`src/hw/rtl/cddas_pkg.sv`:
```
// Shared types, constants and calendar functions for the date arithmetic engine.
// No dependencies; imported by calendar_date_difference_and_subtract.
package cddas_pkg;

	// Operation codes carried in the op field.
	localparam logic OP_DIFF = 1'b0;
	localparam logic OP_SUB  = 1'b1;

	// Result status codes.
	typedef enum logic [1:0] {
		ERR_NONE      = 2'd0,
		ERR_BAD_DATE  = 2'd1,
		ERR_UNDERFLOW = 2'd2
	} err_t;

	// Largest year accepted as a valid input date.
	localparam int unsigned YEAR_LIMIT = 9999;

	// Calendar constants.
	localparam int unsigned MONTHS        = 12;
	localparam int unsigned DAYS_PER_YEAR = 365;

	// Division by 100 through a reciprocal: q = (y * RECIP_100) >> RECIP_SHIFT,
	// exact for every y below 43690, which covers the 14-bit year range.
	localparam int unsigned RECIP_100   = 5243;
	localparam int unsigned RECIP_SHIFT = 19;

	// Length of month m (1 = January); zero for codes that are not months.
	function automatic logic [4:0] month_len(input logic [3:0] m, input logic leap);
		logic [4:0] len;
		case (m)
			4'd1, 4'd3, 4'd5, 4'd7, 4'd8, 4'd10, 4'd12: len = 5'd31;
			4'd4, 4'd6, 4'd9, 4'd11:                     len = 5'd30;
			4'd2:                                        len = leap ? 5'd29 : 5'd28;
			default:                                     len = 5'd0;
		endcase
		return len;
	endfunction

	// Days in the months before month m of a common year.
	function automatic logic [8:0] days_before(input logic [3:0] m);
		logic [8:0] sum;
		case (m)
			4'd2:    sum = 9'd31;
			4'd3:    sum = 9'd59;
			4'd4:    sum = 9'd90;
			4'd5:    sum = 9'd120;
			4'd6:    sum = 9'd151;
			4'd7:    sum = 9'd181;
			4'd8:    sum = 9'd212;
			4'd9:    sum = 9'd243;
			4'd10:   sum = 9'd273;
			4'd11:   sum = 9'd304;
			4'd12:   sum = 9'd334;
			default: sum = 9'd0;
		endcase
		return sum;
	endfunction

endpackage

```
`src/hw/rtl/calendar_date_difference_and_subtract.sv`:
```
// Gregorian date arithmetic engine: date difference and day-count subtraction.
// Depends on cddas_pkg for codes, constants and month tables.
//
// Usage:
// The input channel (in_valid / in_stall) takes one word holding an op code,
// two dates and a day count. The output channel (out_valid / out_stall)
// returns one word per input word: a signed day difference for a difference
// request, or the earlier date for a subtract request, plus a status code.
// Only one word is worked on at a time; in_stall is high from acceptance
// until the result has been moved into the output register.
// Steps: a difference runs two passes of multiply by the reciprocal of 100,
// leap and range check, multiply by 365 and accumulate, then the output load.
// A subtract runs a multiply by the reciprocal of 100 and the leap and range
// check, then one walk step per month walked back and a final partial month,
// then the output load. The next word is taken in the cycle after the result
// is loaded.
// The output register lets a new word be accepted while the last result
// waits; if the receiver still stalls when the next result is ready, the
// sequencer holds in its final state. Reset clears the sequencer and the
// output valid flag; no word is in flight afterwards.
module calendar_date_difference_and_subtract
	import cddas_pkg::*;
(
	input  logic               clk,
	input  logic               arst_n,
	// Input channel
	input  logic               in_valid,
	output logic               in_stall,
	input  logic               op,
	input  logic [4:0]         first_day,
	input  logic [3:0]         first_month,
	input  logic [13:0]        first_year,
	input  logic [4:0]         second_day,
	input  logic [3:0]         second_month,
	input  logic [13:0]        second_year,
	input  logic [15:0]        day_count,
	// Output channel
	output logic               out_valid,
	input  logic               out_stall,
	output logic signed [22:0] difference,
	output logic [4:0]         result_day,
	output logic [3:0]         result_month,
	output logic [13:0]        result_year,
	output logic [1:0]         error_code
);

	typedef enum logic [2:0] {
		ST_IDLE,
		ST_MUL,
		ST_LEAP,
		ST_ACC,
		ST_WALK,
		ST_DONE
	} state_t;

	state_t      state_q;
	logic        op_q;
	logic        sel_q;
	logic [4:0]  d_q;
	logic [3:0]  m_q;
	logic [13:0] y_q;
	logic [4:0]  d2_q;
	logic [3:0]  m2_q;
	logic [13:0] y2_q;
	logic [15:0] cnt_q;
	logic [26:0] prod_q;
	logic [13:0] lcnt_q;
	logic [8:0]  off_q;
	logic [22:0] dn1_q;
	logic [22:0] diff_q;
	logic [6:0]  mod100_q;
	logic [8:0]  mod400_q;
	err_t        err_q;

	logic               out_valid_q;
	logic signed [22:0] difference_q;
	logic [4:0]         result_day_q;
	logic [3:0]         result_month_q;
	logic [13:0]        result_year_q;
	logic [1:0]         error_code_q;

	// Date currently being converted: first date, then the second one.
	logic [4:0]  cur_d;
	logic [3:0]  cur_m;
	logic [13:0] cur_y;

	assign cur_d = sel_q ? d2_q : d_q;
	assign cur_m = sel_q ? m2_q : m_q;
	assign cur_y = sel_q ? y2_q : y_q;

	// Shared multiplier: year times the reciprocal of 100, or year times 365.
	logic [12:0] mul_b;
	logic [26:0] mul_p;

	assign mul_b = (state_q == ST_MUL) ? 13'(RECIP_100) : 13'(DAYS_PER_YEAR);
	assign mul_p = {13'b0, cur_y} * {14'b0, mul_b};

	// Century split of the year and the leap-year count before it.
	logic [7:0]  q100;
	logic [14:0] h100;
	logic [6:0]  m100;
	logic        z100;
	logic        z400;
	logic        leap_c;
	logic [8:0]  mod400_c;
	logic [13:0] yr_m1;
	logic [13:0] lcnt_c;
	logic [4:0]  mlen_c;
	logic        valid_c;
	logic [8:0]  off_c;
	logic [13:0] m100_w;

	assign q100     = prod_q[RECIP_SHIFT +: 8];
	assign h100     = {7'b0, q100} * 15'd100;
	assign m100_w   = cur_y - h100[13:0];
	assign m100     = m100_w[6:0];
	assign z100     = (m100 == 7'd0);
	assign z400     = z100 && (q100[1:0] == 2'b00);
	assign leap_c   = ((cur_y[1:0] == 2'b00) && !z100) || z400;
	assign mod400_c = {7'b0, q100[1:0]} * 9'd100 + {2'b0, m100};
	assign yr_m1    = cur_y - 14'd1;
	assign lcnt_c   = {2'b0, yr_m1[13:2]} - ({6'b0, q100} - {13'b0, z100})
		+ ({8'b0, q100[7:2]} - {13'b0, z400});
	assign mlen_c   = month_len(cur_m, leap_c);
	assign valid_c  = (cur_y != 14'd0) && (32'(cur_y) <= YEAR_LIMIT)
		&& (cur_m != 4'd0) && (32'(cur_m) <= MONTHS)
		&& (cur_d != 5'd0) && (cur_d <= mlen_c);
	assign off_c    = days_before(cur_m) + {8'b0, leap_c && (cur_m > 4'd2)}
		+ {4'b0, cur_d};

	// Day number of the current date.
	logic [22:0] dn_c;

	assign dn_c = prod_q[22:0] + {9'b0, lcnt_q} + {14'b0, off_q};

	// Month walk: leap flag of the walking year and the month before this one.
	logic       leap_w;
	logic [3:0] m_prev;

	assign leap_w = ((y_q[1:0] == 2'b00) && (mod100_q != 7'd0)) || (mod400_q == 9'd0);
	assign m_prev = m_q - 4'd1;

	logic out_take;
	logic out_load;

	assign out_take = out_valid_q && !out_stall;
	assign out_load = (state_q == ST_DONE) && (!out_valid_q || !out_stall);

	// Sequencer and output register.
	always_ff @(posedge clk or negedge arst_n) begin
		if (!arst_n) begin
			state_q     <= ST_IDLE;
			out_valid_q <= 1'b0;
		end else begin
			if (out_load) begin
				out_valid_q <= 1'b1;
			end else if (out_take) begin
				out_valid_q <= 1'b0;
			end
			unique case (state_q)
				ST_IDLE: begin
					if (in_valid) begin
						state_q <= ST_MUL;
					end
				end
				ST_MUL: begin
					state_q <= ST_LEAP;
				end
				ST_LEAP: begin
					if (!valid_c) begin
						state_q <= ST_DONE;
					end else if (op_q == OP_SUB) begin
						state_q <= ST_WALK;
					end else begin
						state_q <= ST_ACC;
					end
				end
				ST_ACC: begin
					state_q <= sel_q ? ST_DONE : ST_MUL;
				end
				ST_WALK: begin
					if (cnt_q == 16'd0) begin
						state_q <= ST_DONE;
					end else if (({11'b0, d_q} <= cnt_q) && (m_q == 4'd1)
						&& (y_q == 14'd1)) begin
						state_q <= ST_DONE;
					end
				end
				ST_DONE: begin
					if (out_load) begin
						state_q <= ST_IDLE;
					end
				end
				default: begin
					state_q <= ST_IDLE;
				end
			endcase
		end
	end

	// Working registers of the shared unit.
	always_ff @(posedge clk) begin
		case (state_q)
			ST_IDLE: begin
				op_q  <= op;
				sel_q <= 1'b0;
				d_q   <= first_day;
				m_q   <= first_month;
				y_q   <= first_year;
				d2_q  <= second_day;
				m2_q  <= second_month;
				y2_q  <= second_year;
				cnt_q <= day_count;
				err_q <= ERR_NONE;
			end
			ST_MUL: begin
				prod_q <= mul_p;
			end
			ST_LEAP: begin
				prod_q   <= mul_p;
				lcnt_q   <= lcnt_c;
				off_q    <= off_c;
				mod100_q <= m100;
				mod400_q <= mod400_c;
				if (!valid_c) begin
					err_q <= ERR_BAD_DATE;
				end
			end
			ST_ACC: begin
				if (sel_q) begin
					diff_q <= dn1_q - dn_c;
				end else begin
					dn1_q <= dn_c;
					sel_q <= 1'b1;
				end
			end
			ST_WALK: begin
				if (cnt_q != 16'd0) begin
					if ({11'b0, d_q} > cnt_q) begin
						d_q   <= d_q - cnt_q[4:0];
						cnt_q <= 16'd0;
					end else begin
						cnt_q <= cnt_q - {11'b0, d_q};
						if (m_q == 4'd1) begin
							// Year boundary: December of the previous year.
							m_q      <= 4'd12;
							y_q      <= y_q - 14'd1;
							d_q      <= 5'd31;
							mod100_q <= (mod100_q == 7'd0) ? 7'd99 : mod100_q - 7'd1;
							mod400_q <= (mod400_q == 9'd0) ? 9'd399 : mod400_q - 9'd1;
							if (y_q == 14'd1) begin
								err_q <= ERR_UNDERFLOW;
							end
						end else begin
							m_q <= m_prev;
							d_q <= month_len(m_prev, leap_w);
						end
					end
				end
			end
			default: begin
			end
		endcase
	end

	// Output payload, zeroed where the op or an error leaves a field unused.
	always_ff @(posedge clk) begin
		if (out_load) begin
			error_code_q <= err_q;
			if (err_q == ERR_NONE && op_q == OP_DIFF) begin
				difference_q <= diff_q;
			end else begin
				difference_q <= '0;
			end
			if (err_q == ERR_NONE && op_q == OP_SUB) begin
				result_day_q   <= d_q;
				result_month_q <= m_q;
				result_year_q  <= y_q;
			end else begin
				result_day_q   <= '0;
				result_month_q <= '0;
				result_year_q  <= '0;
			end
		end
	end

	assign in_stall     = (state_q != ST_IDLE);
	assign out_valid    = out_valid_q;
	assign difference   = difference_q;
	assign result_day   = result_day_q;
	assign result_month = result_month_q;
	assign result_year  = result_year_q;
	assign error_code   = error_code_q;

	// A failed request carries nothing but its status code.
	a_err_clean: assert property (@(posedge clk) disable iff (!arst_n)
		out_valid && (error_code != ERR_NONE) |->
			(difference == 23'sd0) && (result_month == 4'd0) && (result_year == 14'd0))
		else $error("error word carries payload");

	// A word never holds both a difference and a date.
	a_one_kind: assert property (@(posedge clk) disable iff (!arst_n)
		out_valid |-> (difference == 23'sd0) || (result_month == 4'd0))
		else $error("difference and date both present");

	// The walk keeps a real month and a nonzero day.
	a_walk_range: assert property (@(posedge clk) disable iff (!arst_n)
		(state_q == ST_WALK) |-> (m_q != 4'd0) && (m_q <= 4'd12) && (d_q != 5'd0))
		else $error("walk left the calendar");

	// A finished result waits while the output register is still full.
	a_done_hold: assert property (@(posedge clk) disable iff (!arst_n)
		(state_q == ST_DONE) && out_valid_q && out_stall |=> (state_q == ST_DONE))
		else $error("result dropped under stall");

	// A new result is loaded only when the output register is free or draining.
	a_load_safe: assert property (@(posedge clk) disable iff (!arst_n)
		out_load |-> !out_valid_q || !out_stall)
		else $error("output overwritten");

endmodule
```
`config.mk`:
```
export PLATFORM = sky130hd
export DESIGN_NAME = calendar_date_difference_and_subtract
export DESIGN_NICKNAME = d
export VERILOG_FILES = /design/src/hw/rtl/cddas_pkg.sv /design/src/hw/rtl/calendar_date_difference_and_subtract.sv
export SDC_FILE = /design/constraint.sdc
export NUM_CORES = 1
export LEC_CHECK = 0
export CAP_MARGIN = 20
export CORE_UTILIZATION = 62
export CTS_CLUSTER_SIZE = 12
export DETAILED_ROUTE_END_ITERATION = 16
export DONT_BUFFER_PORTS = 1
export GPL_TIMING_DRIVEN = 0
export PLACE_DENSITY = 0.84
export SETUP_SLACK_MARGIN = 0.1
export SYNTH_ARGS = -nofsm -noshare
export SYNTH_HDL_FRONTEND = slang
export SYNTH_SLANG_ARGS = --single-unit
```
`constraint.sdc`:
```
create_clock -name clk -period 11.18 [get_ports clk]
set_input_delay 1.677 -clock clk [delete_from_list [all_inputs] [get_ports clk]]
set_output_delay 1.677 -clock clk [all_outputs]
set_load 0.02 [all_outputs]
```
==> qor.yml, run 1 <==
status: "finished clean"
first_iter_violations: 1244
track_usage: 0.282
ys_async_sr_fraction: 0.0174
ff_latch_area_um2: 6890
synth.cell_area_um2: 19100
clock.fmax_mhz: 120
dr_total_vias: 13633
tightest_slew_ns: 1.10
grt_max_degree: 28
stdcell_area_um2: 20500
r2r_cells: 23
r2r-start: "sel_q"
slew_headroom: 0.265
die_w_um: 178
root_buffer: "clkbuf_16"
slowest_stage: "mux2i_1"
max-cap-violations: 0
rsz0062_at_grt: "false"
multi_input_area_um2: 11100
worstReg2RegEnd: "prod_q[26]"
drv_slew: 0
clock_latency_ns: 0.51
cts_max_level: 1
dp_hpwl_um: 34200
post_dp_cell_area_um2: 19800
core_region_area_um2: 30000
wl_um: 42700
io_pins: 117
finalCritPeriodShare: 0.745
hp-start: "err_q[0]"
required_ns: 11.42
cp_common_cell: "fa_1"
place_inst: 2241
start_util: 0.637
dr.pass1.iters: 5
synth_warnings: 0
cts_buffer_depth: 3
area_growth_pct: 7.23
synth-seq-cells: 230
ir_drop_mv: 0.0818
cts_made_buffers: 25
ant_nets: 0
fin_crit_ns: 8.33
holdPathStages: 0
crit_family: "adder cells"
place_congestion: 0.918
timing.critical_path.buf_inv: 7
cts_setup_buffers: 0
drc: 0
start_kind: "flip-flop"
finClkSkew_ns: 0.00818
ys_seq_area_frac: 0.360
crit_path_max_fanout: 10
synth.avg_cell_area_um2: 10.4
dieArea_um2: 31600
whs_ns: 0.507
power.leakage_nw: 9.15
totalNegativeSetupSlack_ns: 0
hold_viol: 0
ys_types: 74
cp.arrival_ns: 8.57
holdBufCountCts: 0
end_kind: "flip-flop"
path_class: "flip-flop to flip-flop"
clock-sinks: 230
path_clk_slew_ns: 0.06
grt_pass1_wl_um: 69900
synth_edf_count: 226
layout-drive-gt1-share: 0.0423
reg2reg_slack_ns: 2.85
synth_ff_type: "edfxtp_1"
die_h_um: 178
fillers: 2148
cts_resized: 0
cts_tree: "done"
grt_pass1_vias: 13940
setup_viol: 0
floorplan.rows: 63
overflow: 0
nNetsFinal: 2286
viasPerCell: 5.96
powerDensity_nw_per_um2: 82.8
antenna_found_initial: 2
finalNonFillerCells: 2287
syn_inst: 1837
crit_chain: "buf_2 > buf_2 > clkbuf_1 > mux2i_1 > inv_1 > nand2_1 > fa_1 > fa_1 > inv_1 > fa_1 > inv_1 > fa_1 > fa_1 > inv_1 > ha_1 > o21ai_1 > nand2b_1 > nor3_1 > a2111oi_1 > nor3_1 > o211ai_1 > a2111oi_0 > a211oi_1"
min_path_type: "flip-flop to flip-flop"
wl_per_cell_um: 18.7
hold_end: "error_code[0]"
slowest_delay_ns: 0.87
io_buffers: 0
-- layout make-up --
class | instances | area share
clock inverter | 10 | 0.00342
timing repair buffer | 12 | 0.00573
multi-input combinational | 1292 | 0.540
sequential | 230 | 0.336
inverter | 283 | 0.0518
clock buffer | 32 | 0.0318
buffer | 34 | 0.00702
tap | 390 | 0.0238
antenna | 4 | 0.000488
-- worst reg2reg max path, delay by kind of cell, from the launching register on --
family                   cells  cell delay (ns)
adder cells (fa/ha/maj)      6             2.84
buffers and inverters        7             1.84
AO/OA/AOI/OAI                5             1.51
multiplexers                 1             0.88
AND/OR/NAND/NOR              4             0.60
flip-flops                   1             0.42
-- cells in the final DEF (no fill, tap or decap), drive strengths merged, types with 10 or more instances in the layout --
cell type  netlist  final
xnor2          106    106
clkbuf          28     60
o21bai          12     12
fa             111    111
ha             230    230
nor4            11     11
a21o            24     24
a31oi           18     18
o31ai           12     12
a21oi           75     75
a211oi          10     10
xor2            43     43
o21a            26     26
buf              6     18
nand4           12     12
nor2b           16     16
nand2          112    112
nor3            43     43
or3             21     21
inv            282    282
nand3           34     34
and2            56     56
edfxtp         226    226
o21ai           75     75
nand2b          15     15
mux2i           19     19
nor2           109    109
-- per-layer routing --
layer  track usage  wire length [um]  part of all wire
met5             0                 0                 0
met2         0.482             20600              0.48
met4         0.110              1560             0.037
met3        0.0424              3090             0.072
met1         0.361             17500              0.41
-- where the power goes --
part	switching (mW)	internal, mW
logic	0.00788	0.00579
clock network	0.321	0.430
registers	0.0000000000000000361	0.935
total	0.329	1.37
-- cell families (layout without fill, tap and decap cells) --
family          count (synthesis)  in the layout  share of synthesized area
fa+ha+maj                     341            341                      0.267
flops                         230            230                      0.360
buf+inv                       317            371                     0.0631
xor+xnor                      150            150                     0.0694
simple gates                  461            461                      0.121
compound gates                310            310                      0.105
other cells                     1              7                   0.000196
mux                            27             27                     0.0147
-- worst max path at each step --
stage	start	end	slack [ns]	depth (start not counted)
3_3_place_gp	sel_q	lcnt_q[13]	3.27	22
2_1_floorplan	sel_q	prod_q[20]	4.40	23
5_1_grt	sel_q	prod_q[26]	2.48	23
6_report	sel_q	prod_q[26]	2.85	23
3_5_place_dp	sel_q	prod_q[26]	3.03	23
4_1_cts	sel_q	prod_q[26]	2.99	23
-- flip-flops by register name, indices dropped and copies added, names as in the netlist, 7 cells and up --
name         flops
mod400_q         9
result_year     14
dn1_q           23
lcnt_q          14
diff_q          23
difference      23
cnt_q           16
off_q            9
prod_q          27
y_q             14
y2_q            14
mod100_q         7
-- cells in the mapped netlist, types with 3 or more instances --
cell type / n / share of area
clkbuf_1: 27 / 0.0053
o21bai_1: 12 / 0.0047
and4_1: 4 / 0.0018
o21a_1: 26 / 0.010
nor2_1: 109 / 0.021
nand2b_1: 15 / 0.0049
or2_2: 3 / 0.00098
nand3_1: 34 / 0.0089
nor4_1: 9 / 0.0029
o2111ai_1: 3 / 0.0014
o22ai_1: 6 / 0.0020
o211ai_1: 3 / 0.0012
a21o_1: 24 / 0.0094
a22o_1: 5 / 0.0023
nor3_1: 43 / 0.011
dfrtp_1: 4 / 0.0052
o311a_1: 3 / 0.0016
and3_1: 9 / 0.0029
a211oi_1: 10 / 0.0039
fa_1: 111 / 0.12
o21ai_0: 73 / 0.019
nand2_1: 112 / 0.022
and2_1: 56 / 0.018
o41ai_1: 5 / 0.0023
or3_1: 19 / 0.0062
a21oi_1: 73 / 0.019
o31ai_1: 12 / 0.0047
ha_1: 230 / 0.15
a21boi_0: 3 / 0.0012
or4_1: 4 / 0.0016
nor2b_1: 16 / 0.0052
o311ai_0: 4 / 0.0018
inv_1: 282 / 0.055
mux2_2: 8 / 0.0047
xnor2_1: 106 / 0.049
edfxtp_1: 226 / 0.35
a211o_1: 4 / 0.0018
o31a_1: 3 / 0.0014
nand4_1: 12 / 0.0039
nor3b_1: 7 / 0.0027
buf_2: 3 / 0.00078
xor2_1: 43 / 0.020
nand3b_1: 3 / 0.0012
a31oi_1: 18 / 0.0059
mux2i_1: 19 / 0.0099
-- metrics by stage --
step	util	setup WS (ns)	power, mW
floorplan	-	4.40	0.964
global placement	0.653	3.27	0.966
detailed placement	0.659	3.03	0.966
CTS	0.683	2.99	1.70
global route	0.683	2.48	1.74
finish	0.683	2.85	1.70
(Power assumes the default switching activity.)
==> run 2: changes to the inputs <==
CORE_UTILIZATION = 60   (was 62)
PLACE_DENSITY = 0.85   (was 0.84)
clock period = 7.6 ns   (was 11.18 ns; I/O delays follow)
==> run 2 against run 1 <==
Cell area increased by 0.96%. Wire length increased by 2.6%. Critical path type unchanged. Utilization is 2.5 points lower. First-iteration DRC count decreased by 3.1%. Register-to-register slack worse by 2.5 ns.
==> qor.yml, run 2 (synthesized netlist as in run 1, its figures left out) <==
clock.fmax_mhz: 138
fillers: 2230
required_ns: 7.83
powerDensity_nw_per_um2: 122
clock-sinks: 230
overflow: 0
nNetsFinal: 2293
io_pins: 117
io_buffers: 0
stdcell_area_um2: 20700
layout-drive-gt1-share: 0.0527
largest_reg_flops: 27
dr.pass1.iters: 5
max-cap-violations: 0
status: "finished clean"
place_inst: 2255
grt_pass1_vias: 14052
finalNonFillerCells: 2303
cts_max_level: 1
power.leakage_nw: 9.20
dp_hpwl_um: 34400
grt_max_degree: 25
final_common_cell: "inv_1"
regMostFlops: "prod_q"
setup_viol: 0
cts_tree: "done"
start_kind: "flip-flop"
die_w_um: 181
die_h_um: 181
finalCritPeriodShare: 0.951
drv_slew: 0
dieArea_um2: 32600
area_growth_pct: 8.26
tightest_slew_ns: 1.03
first_iter_violations: 1205
holdBufCountCts: 0
start_util: 0.608
core_region_area_um2: 31500
crit_chain: "buf_2 > clkbuf_4 > clkbuf_4 > mux2i_4 > inv_1 > nand2_1 > fa_1 > fa_1 > inv_1 > fa_1 > inv_1 > fa_1 > fa_1 > inv_1 > ha_1 > o21ai_1 > nand2b_1 > nor3_1 > a2111oi_2 > nor3_1 > o211ai_1 > a2111oi_0 > a211oi_1"
path_class: "flip-flop to flip-flop"
end_kind: "flip-flop"
path_clk_slew_ns: 0.06
root_buffer: "clkbuf_16"
slowest_delay_ns: 0.55
hold_viol: 0
cp_common_cell: "fa_1"
fin_crit_ns: 7.23
viasPerCell: 6.01
ir_drop_mv: 0.150
wl_um: 43800
slew_headroom: 0.312
min_path_type: "input port to async pin"
antenna_found_initial: 3
wl_per_cell_um: 19.0
drc: 0
finClkSkew_ns: 0.0217
cts_buffer_depth: 3
ant_nets: 0
grt_pass1_wl_um: 70800
dr_total_vias: 13830
fin_util: 0.658
crit_path_max_fanout: 10
slowest_stage: "fa_1"
rsz0062_at_grt: "false"
cp.arrival_ns: 7.46
track_usage: 0.272
floorplan.rows: 65
clock_latency_ns: 0.53
cts_made_buffers: 25
place_congestion: 0.959
layout_common_cells: "282 x inv_1, 230 x ha_1, 226 x edfxtp_1, 112 x nand2_1, 111 x fa_1"
post_dp_cell_area_um2: 19800
## run 2: cell count changes in the layout (fill, tap and decap cells not counted), moves of 3 or more
cell	before	now
mux2i_4	0	4
mux2i_1	16	12
clkbuf_1	34	28
buf_6	3	6
buf_4	7	10
## run 2: final timing paths
path,from,to,slack (ns),cells after the start
hold / removal,arst_n,state_q[0],0.30,0
setup reg to reg,sel_q,prod_q[26],0.37,23
min in group clk,diff_q[16],difference[16],0.52,1
setup / recovery,sel_q,prod_q[26],0.37,23
hold reg to reg,diff_q[16],difference[16],0.52,1
max in group asynchronous,arst_n,out_valid,7.23,0
## run 2: cell type report
type,instances,area [um^2],area share
diodes,3,7.51,0.000363
plain buffers,34,151,0.00731
clock buffers,28,637,0.0308
clock inverters,12,101,0.00489
inverters,283,1060,0.0513
multi-input cells,1292,11200,0.539
flip-flops and latches,230,6890,0.333
well taps,402,503,0.0243
repair buffers,19,201,0.00973
## run 2: repair_timing
item                       CTS  global route
resized for setup           12            10
cloned                       0             0
setup buffers                0             4
setup endpoints to repair   15             9
## run 2: worst max-delay path, delay by kind of cell (launching register included)
kind / cells / cell delay, ns
mux: 1 / 0.34
flops: 1 / 0.44
buf+inv: 7 / 1.40
fa+ha+maj: 6 / 2.82
compound gates: 5 / 0.97
simple gates: 4 / 0.93
## run 2: metrics by stage
stage | worst slack, ns | setup TNS, ns | power, mW | hold slack, ns
6_report | 0.370 | 0 | 2.54 | 0.303
5_1_grt | 0.0960 | 0 | 2.59 | 0.294
3_5_place_dp | -0.607 | -3.98 | 1.42 | 0.503
4_1_cts | 0.137 | 0 | 2.55 | 0.296
2_1_floorplan | 0.816 | 0 | 1.42 | 0.452
3_3_place_gp | -0.423 | -1.88 | 1.42 | 0.495
## run 2: routing by layer
layer  routed length (um)  global-route usage  up-vias
met1                17500               0.350     6689
met2                21500               0.471      596
li1                     -                   -     6430
met4                 1610               0.102        0
met5                    0                   0        -
met3                 3100              0.0354      115
## run 2: report_power, final
part | switching [mW] | internal, mW
clock | 0.481 | 0.659
sequential | 0.0000000000000000504 | 1.37
combinational | 0.0121 | 0.00855
==> run 3: changes to the inputs <==
CORE_ASPECT_RATIO = 0.9   (was not set)
==> run 3 against run 2 <==
Register-to-register slack got worse by 0.17 ns. Hold slack got worse by 0.033 ns. Final cell count rose by 0.56%. Count of clock-buffer cells in the layout rose by 4. Sequential share of layout area fell by 0.28 points. Total power rose by 5.2%. Maximum frequency fell by 2.3%. Sequential cell count did not move. Highest routed layer unchanged. Cell area rose by 0.86%. Non-clock buffer count rose by 1.
==> qor.yml, run 3 (synthesized netlist as in run 1, its figures left out) <==
status: "finished clean"
path_clk_slew_ns: 0.06
ant_nets: 0
powerDensity_nw_per_um2: 128
grt_util_met1: 0.371
whs_ns: 0.270
die_h_um: 171
grt_use_met3: 0.0610
rsz0062_at_grt: "false"
largest_reg_flops: 27
cp.arrival_ns: 7.81
root_buffer: "clkbuf_16"
grt_max_degree: 25
crit_path_max_fanout: 10
viasPerCell: 5.93
place_inst: 2263
cts_tree: "done"
area_growth_pct: 9.19
floorplan.rows: 61
dp_hpwl_um: 35200
cts_buffer_depth: 3
layout_common_cells: "282 x inv_1, 230 x ha_1, 226 x edfxtp_1, 112 x nand2_1, 111 x fa_1"
grt_util_met2: 0.432
required_ns: 8.01
reg2reg_slack_ns: 0.20
fin_crit_ns: 7.40
cp_common_cell: "fa_1"
start_util: 0.614
grt-busiest-layer: "met2"
ir_drop_mv: 0.200
end_kind: "flip-flop"
path_class: "flip-flop to flip-flop"
cts_max_level: 1
die_w_um: 190
finalNonFillerCells: 2316
slowest_stage: "fa_1"
finalCritPeriodShare: 0.974
io_pins: 117
first_iter_violations: 1131
grt_pass1_wl_um: 68700
antenna_found_initial: 2
cts_made_buffers: 26
power.leakage_nw: 9.26
p_total_mw: 2.67
dr_total_vias: 13745
dr.pass1.iters: 6
drc: 0
regMostFlops: "prod_q"
core_region_area_um2: 31100
setup_viol: 0
track_usage: 0.271
overflow: 0
hold_viol: 0
post_dp_cell_area_um2: 19800
clock_latency_ns: 0.56
tightest_slew_ns: 1.08
worstReg2RegEnd: "prod_q[20]"
r2r-start: "sel_q"
clock-sinks: 230
wl_um: 44100
max-cap-violations: 0
wl_per_cell_um: 19.1
nNetsFinal: 2295
crit_chain: "clkbuf_4 > buf_4 > clkbuf_4 > mux2i_2 > buf_4 > inv_1 > nand2_1 > fa_1 > fa_1 > inv_1 > fa_1 > fa_1 > inv_1 > fa_1 > inv_1 > ha_1 > nor4_2 > a2111oi_4 > o31a_1 > o41a_1 > or4_1 > nand4_1"
drv_slew: 0
min_path_type: "input port to async pin"
final_common_cell: "inv_1"
place_congestion: 0.985
clock.fmax_mhz: 135
r2r_cells: 22
holdBufCountCts: 0
finClkSkew_ns: 0.0176
start_kind: "flip-flop"
stdcell_area_um2: 20900
io_buffers: 0
slowest_delay_ns: 0.54
dieArea_um2: 32600
layout-drive-gt1-share: 0.0578
slew_headroom: 0.281
grt_pass1_vias: 13283
[run 3: changes by cell type in the layout (fill, tap and decap cells not counted), sizes merged]
| cell | previous run | this run |
|---|---|---|
| clkbuf | 57 | 61 |
| bufinv | 2 | 4 |
| clkinv | 11 | 9 |
| buf | 24 | 25 |
| inv | 282 | 283 |
[run 3: per-layer routing]
metal  wire length, um  part of all wire  vias to the layer above
met4              1220             0.028                        0
met3              3700             0.084                       98
li1                  -                 -                     6436
met1             19000              0.43                     6674
met2             20200              0.46                      537
met5                 0                 0                        -
[run 3: final cells by class]
cell class	instances	area (um^2)
Multi-Input combinational cell	1292	11200
Tap cell	409	512
Timing Repair Buffer	20	226
Inverter	283	1060
Fill cell	2278	10300
Clock buffer	32	673
Buffer	34	154
Clock inverter	13	175
Sequential cell	230	6890
Antenna cell	3	7.51
[run 3: critical path, delay by kind of cell (launching register included)]
| kind | cells | cell delay [ns] |
|---|---|---|
| simple gates | 4 | 1.15 |
| compound gates | 3 | 0.86 |
| mux | 1 | 0.38 |
| fa+ha+maj | 6 | 2.76 |
| flops | 1 | 0.49 |
| buf+inv | 8 | 1.61 |
[run 3: timing repair]
action,CTS,global route
buffers inserted,1,2
setup endpoints to repair,18,11
resized for setup,10,17
[run 3: report_power, final]
group          leakage (nW)         switching [mW]  internal [mW]
Sequential             2.18  0.0000000000000000500           1.37
Clock                 0.413                  0.509          0.762
Combinational          6.67                 0.0128        0.00887
[run 3: worst max path at each step]
stage | start | end | slack [ns] | cells past startpoint
final | sel_q | prod_q[20] | 0.20 | 22
after global routing | sel_q | prod_q[20] | 0.06 | 22
after CTS | sel_q | lcnt_q[13] | 0.06 | 22
after detailed placement | sel_q | prod_q[26] | -0.88 | 23
after global placement | sel_q | prod_q[26] | -0.72 | 23
after floorplan | sel_q | prod_q[20] | 0.82 | 23
[run 3: through the flow]
| step | util | setup WS (ns) | TNS, ns |
|---|---|---|---|
| floorplan | - | 0.816 | 0 |
| global placement | 0.631 | -0.721 | -5.46 |
| detailed placement | 0.637 | -0.876 | -7.21 |
| CTS | 0.667 | 0.0632 | 0 |
| global route | 0.671 | 0.0559 | 0 |
| finish | 0.671 | 0.199 | 0 |
